[config.mk]
export PLATFORM = sky130hd
export DESIGN_NAME = firmware_byte_descrambler
export DESIGN_NICKNAME = d
export VERILOG_FILES = /design/src/rtl/fbd_pkg.sv /design/src/rtl/fbd_front.sv /design/src/rtl/fbd_fifo.sv /design/src/rtl/fbd_back.sv /design/src/rtl/firmware_byte_descrambler.sv
export SDC_FILE = /design/constraint.sdc
export NUM_CORES = 1
export LEC_CHECK = 0
export ABC_AREA = 1
export BUFFER_PORTS_ARGS = -buffer_cell sky130_fd_sc_hd__buf_2
export CAP_MARGIN = 20
export CORE_MARGIN = 1
export CORE_UTILIZATION = 48
export DETAILED_ROUTE_END_ITERATION = 8
export SLEW_MARGIN = 10
export SYNTH_ARGS = -nofsm -noshare
export SYNTH_HDL_FRONTEND = slang
export SYNTH_HIERARCHICAL = 1
export SYNTH_SLANG_ARGS = --single-unit
export TNS_END_PERCENT = 10
[constraint.sdc]
create_clock -name clk -period 4.3 [get_ports clk]
set_input_delay 0.43 -clock clk [delete_from_list [all_inputs] [get_ports clk]]
set_output_delay 0.43 -clock clk [all_outputs]
set_load 0.02 [all_outputs]
[src/rtl/fbd_pkg.sv]
// ----------------------------------------------------------------------------
// fbd_pkg
// Shared types, constants and helper functions of the firmware byte
// descrambler: group reorder, nibble fix, word keys and byte permutations.
// ----------------------------------------------------------------------------
package fbd_pkg;

  // configuration register indexes
  localparam int unsigned   CFG_IDX_W = 2;
  localparam logic [1:0]    REG_FIRST = 2'd0;
  localparam logic [1:0]    REG_LAST  = 2'd1;
  localparam int unsigned   CFG_W     = 16;

  // reset values of the packet window
  localparam logic [15:0]   FIRST_RESET = 16'd10;
  localparam logic [15:0]   LAST_RESET  = 16'd100;

  // default geometry
  localparam int unsigned   PACKET_BYTES_DEF = 52;
  localparam int unsigned   KEY_WORDS_DEF    = 13;
  localparam int unsigned   Q_DEPTH          = 4;

  // first pass group geometry
  localparam int unsigned   GROUP_BYTES = 10;
  localparam int unsigned   GRP_W       = 4;

  // word key table
  localparam int unsigned   KEY_ENTRIES = 13;
  localparam int unsigned   KEY_SEL_W   = 4;
  localparam logic [31:0]   WORD_KEY [KEY_ENTRIES] = '{
    32'h55aa55aa, 32'haa55aa55, 32'h000000ff, 32'h0000ff00, 32'h00ff0000,
    32'hff000000, 32'h00000000, 32'hffffffff, 32'h0f0f0f0f, 32'hf0f0f0f0,
    32'haaaaaaaa, 32'h55555555, 32'h00000000
  };

  // byte permutation rows, selected by packet index bits [2:0]
  localparam logic [1:0]    BYTE_PERM [8][4] = '{
    '{2'd0, 2'd1, 2'd2, 2'd3}, '{2'd1, 2'd2, 2'd3, 2'd0},
    '{2'd2, 2'd1, 2'd3, 2'd0}, '{2'd3, 2'd2, 2'd1, 2'd0},
    '{2'd3, 2'd1, 2'd0, 2'd2}, '{2'd1, 2'd2, 2'd0, 2'd3},
    '{2'd2, 2'd3, 2'd1, 2'd0}, '{2'd0, 2'd2, 2'd1, 2'd3}
  };

  // one byte between the first and second pass
  typedef struct packed {
    logic [7:0] data;
    logic       last;
  } fbd_item_t;

  // packet window registers
  typedef struct packed {
    logic [15:0] first;
    logic [15:0] last;
  } fbd_cfg_t;

  // source slot of output position p in a group holding n bytes
  function automatic logic [GRP_W-1:0] group_src(input logic [GRP_W-1:0] p,
                                                 input logic [GRP_W-1:0] n);
    logic [GRP_W-1:0] q;
    // pair swap applies only to complete pairs
    q = ((p | 4'd1) < n) ? (p ^ 4'd1) : p;
    // half swaps of bytes 0 and 4, and of bytes 5 and 9, only on complete halves
    if (n >= 4'd5 && q == 4'd0) begin
      q = 4'd4;
    end else if (n >= 4'd5 && q == 4'd4) begin
      q = 4'd0;
    end else if (n >= 4'd10 && q == 4'd5) begin
      q = 4'd9;
    end else if (n >= 4'd10 && q == 4'd9) begin
      q = 4'd5;
    end
    return q;
  endfunction

  // ((x - 7) & 0xf) << 4 | x >> 4
  function automatic logic [7:0] nibble_fix(input logic [7:0] x);
    logic [3:0] lo;
    lo = x[3:0] - 4'd7;
    return {lo, x[7:4]};
  endfunction

endpackage

[src/rtl/fbd_front.sv]
// ----------------------------------------------------------------------------
// fbd_front
// First pass: collects 10-byte groups into two alternating banks and drains
// a full bank in reordered form with the nibble fix applied.
// ----------------------------------------------------------------------------
module fbd_front (
  input  logic              clk,
  input  logic              rst_n,
  input  logic              in_tvalid,
  output logic              in_tready,
  input  logic [7:0]        in_tdata,   // [7:0] in_byte
  input  logic              in_tlast,
  output logic              q_valid,
  input  logic              q_ready,
  output fbd_pkg::fbd_item_t q_item
);
  import fbd_pkg::*;

  logic [7:0]       bank_r [2][GROUP_BYTES];
  logic [GRP_W-1:0] bank_n_r [2];
  logic             bank_last_r [2];
  logic [1:0]       bank_full_r;
  logic             wb_r;
  logic             rb_r;
  logic [GRP_W-1:0] fill_r;
  logic [GRP_W-1:0] ptr_r;

  logic             in_acc;
  logic             group_end;
  logic             q_acc;
  logic             drain_end;
  logic [GRP_W-1:0] rd_n;
  logic [GRP_W-1:0] src;

  // fill side
  assign in_tready = ~bank_full_r[wb_r];
  assign in_acc    = in_tvalid & in_tready;
  assign group_end = (fill_r == GRP_W'(GROUP_BYTES - 1)) | in_tlast;

  // drain side
  assign rd_n        = bank_n_r[rb_r];
  assign src         = group_src(ptr_r, rd_n);
  assign drain_end   = (ptr_r == rd_n - 4'd1);
  assign q_valid     = bank_full_r[rb_r];
  assign q_acc       = q_valid & q_ready;
  assign q_item.data = nibble_fix(bank_r[rb_r][src]);
  assign q_item.last = bank_last_r[rb_r] & drain_end;

  // bank payload
  always_ff @(posedge clk) begin
    if (in_acc) begin
      bank_r[wb_r][fill_r] <= in_tdata;
      if (group_end) begin
        bank_n_r[wb_r]    <= fill_r + 4'd1;
        bank_last_r[wb_r] <= in_tlast;
      end
    end
  end

  // bank ownership and counters
  always_ff @(posedge clk) begin
    if (!rst_n) begin
      bank_full_r <= '0;
      wb_r        <= 1'b0;
      rb_r        <= 1'b0;
      fill_r      <= '0;
      ptr_r       <= '0;
    end else begin
      if (in_acc) begin
        if (group_end) begin
          bank_full_r[wb_r] <= 1'b1;
          wb_r              <= ~wb_r;
          fill_r            <= '0;
        end else begin
          fill_r <= fill_r + 4'd1;
        end
      end
      if (q_acc) begin
        if (drain_end) begin
          bank_full_r[rb_r] <= 1'b0;
          rb_r              <= ~rb_r;
          ptr_r             <= '0;
        end else begin
          ptr_r <= ptr_r + 4'd1;
        end
      end
    end
  end

endmodule

[src/rtl/fbd_fifo.sv]
// ----------------------------------------------------------------------------
// fbd_fifo
// Short queue of first-pass bytes between the front and the back.
// ----------------------------------------------------------------------------
module fbd_fifo #(
  parameter int unsigned DEPTH = fbd_pkg::Q_DEPTH
) (
  input  logic               clk,
  input  logic               rst_n,
  input  logic               push_valid,
  output logic               push_ready,
  input  fbd_pkg::fbd_item_t push_item,
  output logic               pop_valid,
  input  logic               pop_ready,
  output fbd_pkg::fbd_item_t pop_item
);
  import fbd_pkg::*;

  localparam int unsigned PTR_W = (DEPTH > 1) ? $clog2(DEPTH) : 1;
  localparam int unsigned CNT_W = $clog2(DEPTH + 1);

  fbd_item_t        mem_r [DEPTH];
  logic [PTR_W-1:0] wp_r;
  logic [PTR_W-1:0] rp_r;
  logic [CNT_W-1:0] cnt_r;
  logic             push;
  logic             pop;

  assign push_ready = (cnt_r != CNT_W'(DEPTH));
  assign pop_valid  = (cnt_r != '0);
  assign pop_item   = mem_r[rp_r];
  assign push       = push_valid & push_ready;
  assign pop        = pop_valid & pop_ready;

  // storage
  always_ff @(posedge clk) begin
    if (push) begin
      mem_r[wp_r] <= push_item;
    end
  end

  // pointers and occupancy
  always_ff @(posedge clk) begin
    if (!rst_n) begin
      wp_r  <= '0;
      rp_r  <= '0;
      cnt_r <= '0;
    end else begin
      if (push) begin
        wp_r <= (wp_r == PTR_W'(DEPTH - 1)) ? '0 : wp_r + 1'b1;
      end
      if (pop) begin
        rp_r <= (rp_r == PTR_W'(DEPTH - 1)) ? '0 : rp_r + 1'b1;
      end
      if (push && !pop) begin
        cnt_r <= cnt_r + 1'b1;
      end else if (pop && !push) begin
        cnt_r <= cnt_r - 1'b1;
      end
    end
  end

endmodule

[src/rtl/fbd_back.sv]
// ----------------------------------------------------------------------------
// fbd_back
// Second pass: assembles words, applies key and byte permutation inside the
// packet window and plays closed words out of two alternating slots.
// ----------------------------------------------------------------------------
module fbd_back #(
  parameter int unsigned PACKET_BYTES = fbd_pkg::PACKET_BYTES_DEF,
  parameter int unsigned KEY_WORDS    = fbd_pkg::KEY_WORDS_DEF
) (
  input  logic               clk,
  input  logic               rst_n,
  input  logic               q_valid,
  output logic               q_ready,
  input  fbd_pkg::fbd_item_t q_item,
  input  fbd_pkg::fbd_cfg_t  cfg,
  output logic               out_tvalid,
  input  logic               out_tready,
  output logic [7:0]         out_tdata,  // [7:0] out_byte
  output logic               out_tlast
);
  import fbd_pkg::*;

  localparam int unsigned OFF_W = $clog2(PACKET_BYTES);
  localparam int unsigned KW_W  = (KEY_WORDS > 1) ? $clog2(KEY_WORDS) : 1;

  logic [7:0]           wbuf_r [4];
  logic [1:0]           fill_r;
  logic [OFF_W-1:0]     off_r;
  logic [15:0]          pidx_r;
  logic [KW_W-1:0]      kw_r;
  logic [KEY_SEL_W-1:0] ks_r;
  logic [7:0]           slot_data_r [2][4];
  logic [1:0]           slot_cnt_r [2];
  logic                 slot_last_r [2];
  logic [1:0]           slot_full_r;
  logic                 ws_r;
  logic                 rs_r;
  logic [1:0]           ep_r;

  logic                 take;
  logic                 active;
  logic                 word_done;
  logic                 pkt_end;
  logic                 close;
  logic [31:0]          key;
  logic [7:0]           cw [4];
  logic [7:0]           kb [4];
  logic [7:0]           scr [4];
  logic [7:0]           wr_bytes [4];
  logic [1:0]           sel [4];
  logic                 out_acc;
  logic                 slot_end;

  assign q_ready   = ~slot_full_r[ws_r];
  assign take      = q_valid & q_ready;
  assign active    = (pidx_r >= cfg.first) & (pidx_r <= cfg.last);
  assign word_done = (fill_r == 2'd3);
  assign pkt_end   = (off_r == OFF_W'(PACKET_BYTES - 1));
  assign close     = word_done | pkt_end | q_item.last;
  assign key       = WORD_KEY[ks_r];

  // current word with the incoming byte in place, then key and permutation
  always_comb begin
    for (int k = 0; k < 4; k++) begin
      cw[k]  = (fill_r == 2'(k)) ? q_item.data : wbuf_r[k];
      kb[k]  = key[8*k +: 8];
      sel[k] = BYTE_PERM[pidx_r[2:0]][k];
    end
    for (int k = 0; k < 4; k++) begin
      scr[k]      = cw[sel[k]] ^ kb[sel[k]];
      wr_bytes[k] = (word_done && active) ? scr[k] : cw[k];
    end
  end

  // result side
  assign out_tvalid = slot_full_r[rs_r];
  assign out_tdata  = slot_data_r[rs_r][ep_r];
  assign slot_end   = (ep_r == slot_cnt_r[rs_r]);
  assign out_tlast  = slot_last_r[rs_r] & slot_end;
  assign out_acc    = out_tvalid & out_tready;

  // word buffer and slot payload
  always_ff @(posedge clk) begin
    if (take) begin
      wbuf_r[fill_r] <= q_item.data;
      if (close) begin
        for (int k = 0; k < 4; k++) begin
          slot_data_r[ws_r][k] <= wr_bytes[k];
        end
        slot_cnt_r[ws_r]  <= fill_r;
        slot_last_r[ws_r] <= q_item.last;
      end
    end
  end

  // word, packet and key counters
  always_ff @(posedge clk) begin
    if (!rst_n) begin
      fill_r <= '0;
      off_r  <= '0;
      pidx_r <= '0;
      kw_r   <= '0;
      ks_r   <= '0;
    end else if (take) begin
      if (q_item.last) begin
        fill_r <= '0;
        off_r  <= '0;
        pidx_r <= '0;
        kw_r   <= '0;
        ks_r   <= '0;
      end else begin
        fill_r <= close ? 2'd0 : fill_r + 2'd1;
        if (pkt_end) begin
          off_r <= '0;
          kw_r  <= '0;
          ks_r  <= '0;
          if (pidx_r != 16'hffff) begin
            pidx_r <= pidx_r + 16'd1;
          end
        end else begin
          off_r <= off_r + 1'b1;
          if (word_done) begin
            if (kw_r == KW_W'(KEY_WORDS - 1)) begin
              kw_r <= '0;
              ks_r <= '0;
            end else begin
              kw_r <= kw_r + 1'b1;
              ks_r <= (ks_r == KEY_SEL_W'(KEY_ENTRIES - 1)) ? '0 : ks_r + 1'b1;
            end
          end
        end
      end
    end
  end

  // slot ownership and playout pointer
  always_ff @(posedge clk) begin
    if (!rst_n) begin
      slot_full_r <= '0;
      ws_r        <= 1'b0;
      rs_r        <= 1'b0;
      ep_r        <= '0;
    end else begin
      if (take && close) begin
        slot_full_r[ws_r] <= 1'b1;
        ws_r              <= ~ws_r;
      end
      if (out_acc) begin
        if (slot_end) begin
          slot_full_r[rs_r] <= 1'b0;
          rs_r              <= ~rs_r;
          ep_r              <= '0;
        end else begin
          ep_r <= ep_r + 2'd1;
        end
      end
    end
  end

endmodule

[src/rtl/firmware_byte_descrambler.sv]
// ----------------------------------------------------------------------------
// firmware_byte_descrambler
// Two-pass firmware byte descrambler: group reorder with nibble fix, then
// keyed word XOR and byte permutation on packets inside a configured window.
// ----------------------------------------------------------------------------
//  channel   | direction | tdata           | tuser | tlast
//  in_*      | slave     | [7:0] in_byte   | -     | in_last
//  out_*     | master    | [7:0] out_byte  | -     | out_last
//  cfg_*     | write     | cfg_wdata[15:0] | -     | -
//
//  sustained one byte per clock in and out; a byte leaves when its 10-byte
//  group (or the stream end) is in and then its 4-byte word is complete
//  two group banks in the front and two word slots in the back let filling
//  and draining overlap; the input stalls when the output is held, and also
//  when a short final group lands while the other bank is still draining
//  reset clears all control state; the window registers reset to 10 and 100
//  tready on either side depends only on registered state
module firmware_byte_descrambler #(
  parameter int unsigned PACKET_BYTES = fbd_pkg::PACKET_BYTES_DEF,
  parameter int unsigned KEY_WORDS    = fbd_pkg::KEY_WORDS_DEF
) (
  input  logic                          clk,
  input  logic                          rst_n,
  input  logic                          in_tvalid,
  output logic                          in_tready,
  input  logic [7:0]                    in_tdata,   // [7:0] in_byte
  input  logic                          in_tlast,
  output logic                          out_tvalid,
  input  logic                          out_tready,
  output logic [7:0]                    out_tdata,  // [7:0] out_byte
  output logic                          out_tlast,
  input  logic                          cfg_wr_en,
  input  logic [fbd_pkg::CFG_IDX_W-1:0] cfg_index,
  input  logic [fbd_pkg::CFG_W-1:0]     cfg_wdata
);
  import fbd_pkg::*;

  fbd_cfg_t  cfg_r;
  fbd_item_t f_item;
  fbd_item_t b_item;
  logic      f_valid;
  logic      f_ready;
  logic      b_valid;
  logic      b_ready;

  // configuration registers
  always_ff @(posedge clk) begin
    if (!rst_n) begin
      cfg_r.first <= FIRST_RESET;
      cfg_r.last  <= LAST_RESET;
    end else if (cfg_wr_en) begin
      case (cfg_index)
        REG_FIRST: cfg_r.first <= cfg_wdata;
        REG_LAST:  cfg_r.last  <= cfg_wdata;
        default:   ;
      endcase
    end
  end

  // first pass
  fbd_front u_front (
    .clk       (clk),
    .rst_n     (rst_n),
    .in_tvalid (in_tvalid),
    .in_tready (in_tready),
    .in_tdata  (in_tdata),
    .in_tlast  (in_tlast),
    .q_valid   (f_valid),
    .q_ready   (f_ready),
    .q_item    (f_item)
  );

  // queue between the passes
  fbd_fifo #(
    .DEPTH (Q_DEPTH)
  ) u_fifo (
    .clk        (clk),
    .rst_n      (rst_n),
    .push_valid (f_valid),
    .push_ready (f_ready),
    .push_item  (f_item),
    .pop_valid  (b_valid),
    .pop_ready  (b_ready),
    .pop_item   (b_item)
  );

  // second pass
  fbd_back #(
    .PACKET_BYTES (PACKET_BYTES),
    .KEY_WORDS    (KEY_WORDS)
  ) u_back (
    .clk        (clk),
    .rst_n      (rst_n),
    .q_valid    (b_valid),
    .q_ready    (b_ready),
    .q_item     (b_item),
    .cfg        (cfg_r),
    .out_tvalid (out_tvalid),
    .out_tready (out_tready),
    .out_tdata  (out_tdata),
    .out_tlast  (out_tlast)
  );

  // queue is never full and empty at once
  a_queue_state: assert property (@(posedge clk) disable iff (!rst_n)
    !(!f_ready && !b_valid))
    else $error("queue reports full and empty together");

  // nothing is offered right after reset
  a_reset_out: assert property (@(posedge clk) !rst_n |=> !out_tvalid)
    else $error("result offered right after reset");

  // both group banks are free right after reset
  a_reset_in: assert property (@(posedge clk) !rst_n |=> in_tready)
    else $error("input not ready right after reset");

  // a write to the lower window bound lands in the register
  a_cfg_first: assert property (@(posedge clk) disable iff (!rst_n)
    cfg_wr_en && (cfg_index == REG_FIRST) |=> cfg_r.first == $past(cfg_wdata))
    else $error("lower window bound not written");

endmodule

==> results.sh, run 1 <==
export IMPL_yosysTopAreaCellShare=0.440
export IMPL_yosysWarnings=6
export IMPL_cts_tree="done"
export IMPL_status="finished clean"
export IMPL_synth_compound_area_share=0.0686
export IMPL_arrival_ps=3980
export IMPL_vias=16677
export IMPL_ff_latch_area_sq_mm=0.0111
export IMPL_cellPowerDensity_mw_per_mm2=557
export IMPL_syn_inst=2497
export IMPL_remaining_drc_errors=0
export IMPL_post_synth_fa_ha_maj_area_fraction=0.0379
export IMPL_die_h_um=211
export IMPL_cts_setup_buffers=0
export IMPL_htree_levels=2
export IMPL_yosysUniqueCellTypes=54
export IMPL_synth_top_family_by_area="simple AND/OR/NAND/NOR gates"
export IMPL_yosys_area_share_simple=0.286
export IMPL_synth_edff_count=308
export IMPL_cap_violations=0
export IMPL_drt_iter0_drc=1292
export IMPL_max_freq_mhz=279
export IMPL_crit_slowest_cell="nand2_1"
export IMPL_criticalPathCategory="reg2reg"
export IMPL_cts_buffers=44
export IMPL_relSlewSlack=0.338
export IMPL_area_growth_pct=10.3
export IMPL_fillers=3999
export IMPL_clock_latency_ps=600
export IMPL_slew_viol_final=0
export IMPL_gp_congestion=0.945
export IMPL_ys_ff_latch=401
export IMPL_worstPathRequired_ps=4690
export IMPL_ctsHoldBuffers=0
export IMPL_layout_drive_gt1_share=0.0861
export IMPL_leakage_nw=9.70
export IMPL_cts_resized=0
export IMPL_clock_path_buffers=3
export IMPL_cts_root_buf="clkbuf_16"
export IMPL_worst_path_max_fanout=28
export IMPL_fin_nets=2614
export IMPL_synth_area_sq_mm=0.0210
export IMPL_grt_max_degree=62
export IMPL_place_hpwl_mm=36.3
export IMPL_synth_top_area_cell="edfxtp_1"
export IMPL_row_count=76
export IMPL_synthMuxAreaShare=0.00667
export IMPL_wirelength_mm=51.9
export IMPL_antenna_found_initial=0
export IMPL_synth_area_leaders="edfxtp_1, nand2_1, dfxtp_1"
export IMPL_ys_flop_type="edfxtp_1"
export IMPL_synth_xor_area_frac=0.00625
export IMPL_finClkSkew_ps=33.5
export IMPL_critPathLaunchType="flop"
export IMPL_avgSynthCellArea_sq_um=8.41
export IMPL_hold_viol=0
export IMPL_postLayoutCellArea_sq_mm=0.0232
export IMPL_min_path_type="in2reg"
export IMPL_min_from="in_tlast"
export IMPL_hold_slack_ps=49.5
export IMPL_n_antenna_cell=0
export IMPL_avgRoutedWirePerCell_um=16.5
export IMPL_cpPeakStageDelay_ps=470
export IMPL_vias_per_cell=5.31
export IMPL_grt_setup_unrepaired="no"
export IMPL_cts_sinks=401
export IMPL_seq_area_frac_synth=0.529
export IMPL_io_buffers=42
export IMPL_async_reset_ff_frac=0
export IMPL_peakVddDrop_uv=336
export IMPL_first_pass_iters=6
export IMPL_tightest_slew_ps=992
export IMPL_core_sq_mm=0.0431
export IMPL_antenna_left=0
export IMPL_layout_min_cycle_time_ps=3590
export IMPL_multi_input_area_sq_mm=0.00852
export IMPL_track_usage=0.240
export IMPL_finalSetupTns_ps=0
export IMPL_cts_reportedPaths_clkPinSlew_ps=60
export IMPL_setup_viol=0
export IMPL_worstPathCellList="buf_4, nand2_1, nand2_2, ha_1, nand2_1, inv_1, nand2_4, nand3_2, nand2_4, nand2_1, a21oi_1, nor2_1, o21ai_1, nand2_1, inv_1, ha_1, xor2_1"
export IMPL_place_area_sq_mm=0.0217
export IMPL_dieArea_sq_mm=0.0446
export IMPL_period_share=0.834
export IMPL_syn_nets=2592
export IMPL_initial_utilization=0.488
export IMPL_io_pins=43
export IMPL_crit_path_end_kind="flop"
export IMPL_overflow=0
export IMPL_grt_pass1_wl_mm=84.5
export IMPL_crit_top_cell="nand2_1"
export IMPL_grt_pass1_vias=16102
export IMPL_die_x_um=211
[registers in the layout, summed over array words and instances, names as in the netlist, 3 cells and up, named ones only]
name	flops
u_back/slot_cnt_r	4
u_front/bank_n_r	8
u_front/bank_r	160
cfg_r	32
u_front/fill_r	4
u_back/pidx_r	16
u_front/ptr_r	4
u_fifo/mem_r	36
u_back/slot_data_r	64
u_fifo/cnt_r	3
u_back/ks_r	4
u_back/kw_r	4
u_back/wbuf_r	32
u_back/off_r	6
[worst paths after layout]
check | depth (start not counted) | end | slack [ps]
hold / removal | 1 | u_front/bank_last_r[1]$_DFFE_PP_ | 50
setup reg to reg | 17 | u_fifo/mem_r[1][7]$_DFFE_PP_ | 710
setup / recovery | 17 | u_fifo/mem_r[1][7]$_DFFE_PP_ | 710
hold reg to reg | 2 | cfg_r[19]$_SDFFE_PN1P_ | 470
[kinds of logic (layout without fill, tap and decap cells)]
family	after synthesis	count (layout)
buffers and inverters	327	385
AND/OR/NAND/NOR	1415	1415
multiplexers	14	14
adder cells (fa/ha/maj)	63	63
XOR/XNOR	15	15
AO/OA/AOI/OAI	262	262
flip-flops	401	401
[power by group]
| group | switching [mW] | internal [mW] |
|---|---|---|
| combinational | 2.97 | 1.20 |
| sequential | 0.193 | 4.79 |
| clock | 1.54 | 2.22 |
| total | 4.71 | 8.21 |
[stage by stage]
stage | worst slack, ps | cells | total power, mW | utilization
after CTS | 715 | 3139 | 13.0 | 0.538
after global routing | 341 | 3140 | 13.8 | 0.538
after floorplan | 760 | 2497 | 8.12 | -
after global placement | 857 | 3056 | 9.11 | 0.503
after detailed placement | 734 | 3057 | 9.21 | 0.504
final | 713 | 3140 | 12.9 | 0.538
[layer usage]
metal / track usage / part of all wire
met1: 0.297 / 0.42
met5: 0 / 0
met3: 0.0372 / 0.049
met4: 0.0842 / 0.032
met2: 0.425 / 0.50
[cells in the final DEF (no fill, tap or decap), types with 8 or more instances in the layout]
cell type and count:
nand2_1 811, edfxtp_1 308, nand3_1 262, nor2_1 230, inv_1 193, a21oi_1 113
dfxtp_1 92, o21ai_0 87, ha_1 62, clkbuf_16 44, buf_2 42, buf_4 36
o22ai_1 24, nor3_1 24, inv_2 21, nand4_1 20, nor4_1 19, clkinv_1 16
nand2_2 15, mux2i_1 14, clkbuf_1 11, xor2_1 11, a31oi_1 8, nand2_4 8
[synthesized netlist by cell type, types with 2 or more instances]
master	count
nor4_1	19
nand3_2	7
nor3_1	24
buf_1	3
dfxtp_1	93
o21ai_4	2
o21ai_1	7
inv_1	193
o21ai_2	4
mux2i_1	14
nand3_1	262
nor2_4	4
a31oi_1	8
a21oi_2	3
o31ai_1	4
or2_2	2
edfxtp_1	308
clkbuf_1	41
o21bai_1	2
nand4_1	20
clkinv_1	7
nor2_1	231
ha_1	62
xor2_1	11
buf_2	46
buf_6	10
nor2_2	5
o22ai_1	24
o21ai_0	87
buf_4	4
nand2_1	811
xnor2_1	4
a21oi_1	113
inv_2	21
nand2_4	8
nand2_2	15
[worst max-delay path: cells and delay by family (launching register included)]
kind	cells	cell delay, ps
AO/OA/AOI/OAI	2	380
buffers and inverters	3	460
XOR/XNOR	1	270
adder cells (fa/ha/maj)	2	390
flip-flops	1	370
AND/OR/NAND/NOR	9	1500
[cell type report]
type | instances | share of cell area
repair buffers | 80 | 0.0220
flip-flops and latches | 401 | 0.479
well taps | 585 | 0.0316
inverters | 223 | 0.0365
clock buffers | 56 | 0.0499
clock inverters | 26 | 0.0131
multi-input cells | 1769 | 0.367
Note: power is estimated with default switching activity, not from simulation.
==> inputs of run 2 (changes only) <==
--- a/config.mk
+++ b/config.mk
@@ -11,6 +11,7 @@
 export CORE_MARGIN = 1
 export CORE_UTILIZATION = 48
 export DETAILED_ROUTE_END_ITERATION = 8
+export PLACE_DENSITY = 0.66
 export SLEW_MARGIN = 10
 export SYNTH_ARGS = -nofsm -noshare
 export SYNTH_HDL_FRONTEND = slang
==> constraint.sdc (replaced) <==
create_clock -name clk -period 2.95 [get_ports clk]
set_input_delay 0.295 -clock clk [delete_from_list [all_inputs] [get_ports clk]]
set_output_delay 0.295 -clock clk [all_outputs]
set_load 0.02 [all_outputs]
==> results.sh, run 2 (synthesis gave the netlist of run 1 again) <==
export IMPL_worst_path_max_fanout=11
export IMPL_swShare=0.361
export IMPL_clock_latency_ps=580
export IMPL_htree_levels=2
export IMPL_reg_top3="u_front/bank_r (160), u_back/slot_data_r (64), u_fifo/mem_r (36)"
export IMPL_row_count=76
export IMPL_reg2reg_to="u_fifo/mem_r[2][7]$_DFFE_PP_"
export IMPL_hold_viol=0
export IMPL_cts_buffers=44
export IMPL_grt_pass1_vias=16619
export IMPL_final_cell_mix="nand2_1, edfxtp_1, nand3_1, nor2_1, inv_1"
export IMPL_clock_path_buffers=3
export IMPL_n_antenna_cell=0
export IMPL_place_hpwl_mm=36.6
export IMPL_switchingPower_mw=6.85
export IMPL_status="finished clean"
export IMPL_avgRoutedWirePerCell_um=16.4
export IMPL_multi_input_area_sq_mm=0.00859
export IMPL_vias_per_cell=5.33
export IMPL_largest_reg_flops=160
export IMPL_peakVddDrop_uv=571
export IMPL_cts_reportedPaths_clkPinSlew_ps=60
export IMPL_leakage_nw=9.96
export IMPL_cts_root_buf="clkbuf_16"
export IMPL_layout_min_cycle_time_ps=2820
export IMPL_wirelength_mm=52.3
export IMPL_vias=17022
export IMPL_dieArea_sq_mm=0.0446
export IMPL_overflow=0
export IMPL_p_int_mw=12.1
export IMPL_hold_depth=3
export IMPL_criticalPathCategory="reg2reg"
export IMPL_p_seq_frac=0.380
export IMPL_area_growth_pct=12.9
export IMPL_r2r_slack_ps=130
export IMPL_tightest_slew_ps=997
export IMPL_period_share=0.956
export IMPL_max_freq_mhz=355
export IMPL_track_usage=0.239
export IMPL_ff_latch_area_sq_mm=0.0111
export IMPL_antenna_found_initial=0
export IMPL_mostFrequentLayoutCell="nand2_1"
export IMPL_drt_iter0_drc=1290
export IMPL_relSlewSlack=0.334
export IMPL_antenna_left=0
export IMPL_fillers=3826
export IMPL_hold_slack_ps=63.0
export IMPL_cellPowerDensity_mw_per_mm2=801
export IMPL_die_x_um=211
export IMPL_gp_congestion=0.924
export IMPL_fin_nets=2670
export IMPL_dp_cells=3094
export IMPL_min_path_type="in2reg"
export IMPL_first_pass_iters=5
export IMPL_min_from="out_tready"
export IMPL_layout_drive_gt1_share=0.103
export IMPL_core_sq_mm=0.0431
export IMPL_io_pins=43
export IMPL_die_h_um=211
export IMPL_grt_pass1_wl_mm=85.1
export IMPL_cts_tree="done"
export IMPL_comb_power_share=0.335
export IMPL_setup_viol=0
export IMPL_final_cells=3191
export IMPL_slew_viol_final=0
export IMPL_io_buffers=42
export IMPL_grt_max_degree=73
export IMPL_clockPowerShare=0.285
export IMPL_arrival_ps=3130
export IMPL_worstPathRequired_ps=3260
export IMPL_regMostFlops="u_front/bank_r"
export IMPL_initial_utilization=0.488
export IMPL_remaining_drc_errors=0
export IMPL_crit_path_end_kind="flop"
export IMPL_finClkSkew_ps=19.6
export IMPL_critPathLaunchType="flop"
export IMPL_hold_path_endpoint="u_back/ep_r[0]$_SDFFE_PN0P_"
export IMPL_cap_violations=0
export IMPL_r2r_cells=16
export IMPL_cts_sinks=401
run 2: cell types whose count changed in the layout (fill, tap and decap cells not counted), moves of 2 or more:
cell           change
buf_12             +4
buf_4             +34
buf_6              +2
clkinv_1           -3
clkinv_16          -2
clkinv_2           -2
dlygate4sd3_1     +17
ha_1               -2
nand2_1            -5
nand2_2            +4
run 2: final cells by class:
class / count / share of cell area
inverter: 223 / 0.0357
multi-input combinational: 1769 / 0.362
clock inverter: 22 / 0.0108
clock buffer: 55 / 0.0486
tap: 585 / 0.0309
timing repair buffer: 136 / 0.0432
sequential: 401 / 0.469
run 2: power by group through the flow:
| stage | logic, mW | clock network (mW) | registers [mW] |
|---|---|---|---|
| after detailed placement | 6.23 | 0 | 7.34 |
| after CTS | 6.28 | 5.52 | 7.23 |
| final | 6.36 | 5.41 | 7.22 |
| after global placement | 6.06 | 0 | 7.32 |
| after global routing | 7.19 | 5.74 | 7.28 |
| after floorplan | 4.57 | 0 | 7.27 |
run 2: per-stage QoR:
step	area, sq um	util	setup TNS, ps	total power, mW	setup slack, ps
2_1_floorplan	21000	-	0	11.8	14.8
3_3_place_gp	22000	0.511	0	13.4	66.2
3_5_place_dp	22000	0.511	-137	13.6	-34.2
4_1_cts	23600	0.548	0	19.0	30.2
5_1_grt	23700	0.551	-105	20.2	-22.8
6_report	23700	0.551	0	19.0	130
run 2: worst max-delay path by stage:
stage	startpoint	endpoint	slack (ps)	depth (start not counted)
floorplan	flop	u_back/slot_cnt_r[1][0]$_DFFE_PP_	10	11
global placement	flop	u_fifo/mem_r[3][7]$_DFFE_PP_	70	19
detailed placement	flop	u_fifo/mem_r[3][7]$_DFFE_PP_	-30	19
CTS	flop	u_fifo/mem_r[2][7]$_DFFE_PP_	30	19
global route	flop	u_fifo/mem_r[1][8]$_DFFE_PP_	-20	22
finish	flop	u_fifo/mem_r[2][7]$_DFFE_PP_	130	16
run 2: what timing repair did:
item                                    4_1_cts  5_1_grt
endpoints found under the setup margin        4       28
buffers inserted                              0        3
pin swaps                                     2        5
resized for setup                             3       18
hold endpoints to repair                     19        0
hold buffers                                 17        0
run 2: worst max-delay path: stages (launching register included):
cell and delay (ps):
dfxtp_4 360, buf_4 150, nand2_2 80, nand2_2 80, ha_1 230, a21oi_4 250
nand2_4 90, nand2_4 80, nand2_4 100, nand2_4 130, buf_4 210, a21oi_1 60
nor3b_1 230, nand2_1 80, nand3_1 110, nand2_2 100, xor2_2 200
run 2: per-layer routing:
layer | GRT usage | wire, um | vias to the layer above | share of wire
met5 | 0 | 0 | - | 0
met4 | 0.0835 | 1470 | 0 | 0.028
met3 | 0.0366 | 2650 | 103 | 0.051
met2 | 0.420 | 25800 | 467 | 0.49
met1 | 0.299 | 22400 | 7978 | 0.43
li1 | - | - | 8474 | -
==> inputs of run 3 (changes only) <==
--- a/config.mk
+++ b/config.mk
@@ -8,10 +8,10 @@
 export ABC_AREA = 1
 export BUFFER_PORTS_ARGS = -buffer_cell sky130_fd_sc_hd__buf_2
 export CAP_MARGIN = 20
-export CORE_MARGIN = 1
-export CORE_UTILIZATION = 48
+export CORE_MARGIN = 10
+export CORE_UTILIZATION = 45
 export DETAILED_ROUTE_END_ITERATION = 8
-export PLACE_DENSITY = 0.66
+export PLACE_DENSITY = 0.6
 export SLEW_MARGIN = 10
 export SYNTH_ARGS = -nofsm -noshare
 export SYNTH_HDL_FRONTEND = slang
==> results.sh, run 3 (synthesis gave the netlist of run 1 again) <==
export IMPL_cts_buffers=45
export IMPL_first_pass_iters=6
export IMPL_worst_path_max_fanout=6
export IMPL_tightest_slew_ps=893
export IMPL_mostFrequentLayoutCell="nand2_1"
export IMPL_crit_path_end_kind="flop"
export IMPL_io_pins=43
export IMPL_clock_path_buffers=3
export IMPL_hold_viol=0
export IMPL_grt_pass1_wl_mm=88.2
export IMPL_drt_iter0_drc=1251
export IMPL_reg_top3="u_front/bank_r (160), u_back/slot_data_r (64), u_fifo/mem_r (36)"
export IMPL_remaining_drc_errors=0
export IMPL_finClkSkew_ps=15.9
export IMPL_io_buffers=42
export IMPL_fin_nets=2678
export IMPL_power_mw=19.3
export IMPL_die_x_um=236
export IMPL_met3_length_mm=2.54
export IMPL_dieArea_sq_mm=0.0557
export IMPL_crit_slowest_cell="dfxtp_4"
export IMPL_layout_drive_gt1_share=0.110
export IMPL_period_share=0.951
export IMPL_cts_tree="done"
export IMPL_cts_reportedPaths_clkPinSlew_ps=60
export IMPL_area_growth_pct=13.8
export IMPL_cts_sinks=401
export IMPL_row_count=79
export IMPL_criticalPathCategory="reg2reg"
export IMPL_finalSetupTns_ps=0
export IMPL_critPathLaunchType="flop"
export IMPL_path_delay_family="simple AND/OR/NAND/NOR gates"
export IMPL_initial_utilization=0.453
export IMPL_largest_reg_flops=160
export IMPL_top_layer_used="met4"
export IMPL_crit_top_cell="nand2_2"
export IMPL_wl_met2_mm=27.2
export IMPL_regMostFlops="u_front/bank_r"
export IMPL_max_freq_mhz=356
export IMPL_wirelength_mm=54.5
export IMPL_slew_viol_final=0
export IMPL_core_sq_mm=0.0464
export IMPL_final_cell_mix="nand2_1, edfxtp_1, nand3_1, nor2_1, inv_1"
export IMPL_cap_violations=0
export IMPL_peakVddDrop_uv=506
export IMPL_arrival_ps=3130
export IMPL_grt_max_degree=59
export IMPL_cpPeakStageDelay_ps=370
export IMPL_status="finished clean"
export IMPL_worstPathCellList="inv_4, nand2_1, nand2_2, inv_2, ha_4, a21oi_4, nand2_4, nand2_4, nand2_8, nor2_4, nand2_2, nand2_2, nand2_4, nand2_8, buf_6, o21ai_1, nand2_2, inv_2, ha_4, xor2_4"
export IMPL_antenna_left=0
export IMPL_relSlewSlack=0.402
export IMPL_cellPowerDensity_mw_per_mm2=806
export IMPL_vias_per_cell=5.31
export IMPL_overflow=0
export IMPL_leakage_nw=10.0
export IMPL_die_h_um=236
export IMPL_crit_buf_inv=4
export IMPL_vias=17105
export IMPL_avgRoutedWirePerCell_um=16.9
export IMPL_clock_latency_ps=580
export IMPL_gp_congestion=0.875
export IMPL_cts_root_buf="clkbuf_16"
export IMPL_antenna_found_initial=1
export IMPL_r2r_slack_ps=140
export IMPL_place_hpwl_mm=37.7
export IMPL_grt_pass1_vias=16696
export IMPL_worstPathRequired_ps=3270
export IMPL_htree_levels=2
export IMPL_track_usage=0.192
export IMPL_layout_min_cycle_time_ps=2810
export IMPL_wl_met1_mm=23.2
export IMPL_setup_viol=0
export IMPL_min_path_type="in2reg"
[run 3: layer usage]
| metal | GRT usage | vias up |
|---|---|---|
| met2 | 0.336 | 461 |
| li1 | - | 8467 |
| met4 | 0.0789 | 0 |
| met5 | 0 | - |
| met1 | 0.234 | 8071 |
| met3 | 0.0250 | 106 |
[run 3: layout make-up]
cell class / count / area [sq um]
Antenna cell: 1 / 2.50
Sequential cell: 401 / 11100
Clock inverter: 29 / 284
Inverter: 223 / 847
Fill cell: 4296 / 22500
Tap cell: 607 / 759
Multi-Input combinational cell: 1769 / 8640
Timing Repair Buffer: 143 / 1090
Clock buffer: 51 / 1170
[run 3: where the power goes]
group          leakage, nW  internal, mW  switching (mW)
Clock                0.713          3.28            2.27
Combinational         5.78          2.01            4.48
Sequential            3.55          6.98           0.240
Total                 10.0          12.3            6.99
[run 3: repair_timing]
item,in CTS,in global routing
pin swaps,1,9
setup endpoints to repair,4,20
endpoints found under the hold margin,20,0
gates cloned,0,1
hold buffers,17,0
resized for setup,3,29
buffers inserted,0,8
[run 3: per-stage QoR]
step / area (sq um) / hold WS (ps) / setup slack (ps) / utilization / instances
2_1_floorplan: 21000 / 394 / 14.8 / - / 2497
5_1_grt: 23900 / 45.0 / -16.2 / 0.516 / 3224
6_report: 23900 / 57.2 / 145 / 0.516 / 3224
3_3_place_gp: 22100 / 460 / 43.1 / 0.476 / 3117
3_5_place_dp: 22100 / 464 / -58.9 / 0.476 / 3117
4_1_cts: 23700 / 24.7 / 6.26 / 0.511 / 3214
[run 3: path summary, 6_finish.rpt]
kind / startpoint / end / cells past startpoint
setup / recovery: flop / u_fifo/mem_r[2][7]$_DFFE_PP_ / 20
setup reg to reg: flop / u_fifo/mem_r[2][7]$_DFFE_PP_ / 20
hold / removal: out_tready / u_back/ep_r[0]$_SDFFE_PN0P_ / 3
hold reg to reg: cfg_r[2]$_SDFFE_PN1P_ / cfg_r[2]$_SDFFE_PN1P_ / 2
[run 3: worst reg2reg max path, cell delays in order (launching register included)]
cell and delay, ps:
dfxtp_4 370, inv_4 80, nand2_1 60, nand2_2 60, inv_2 50, ha_4 220
a21oi_4 260, nand2_4 100, nand2_4 110, nand2_8 80, nor2_4 160, nand2_2 80
nand2_2 80, nand2_4 70, nand2_8 100, buf_6 130, o21ai_1 70, nand2_2 90
inv_2 50, ha_4 160, xor2_4 160
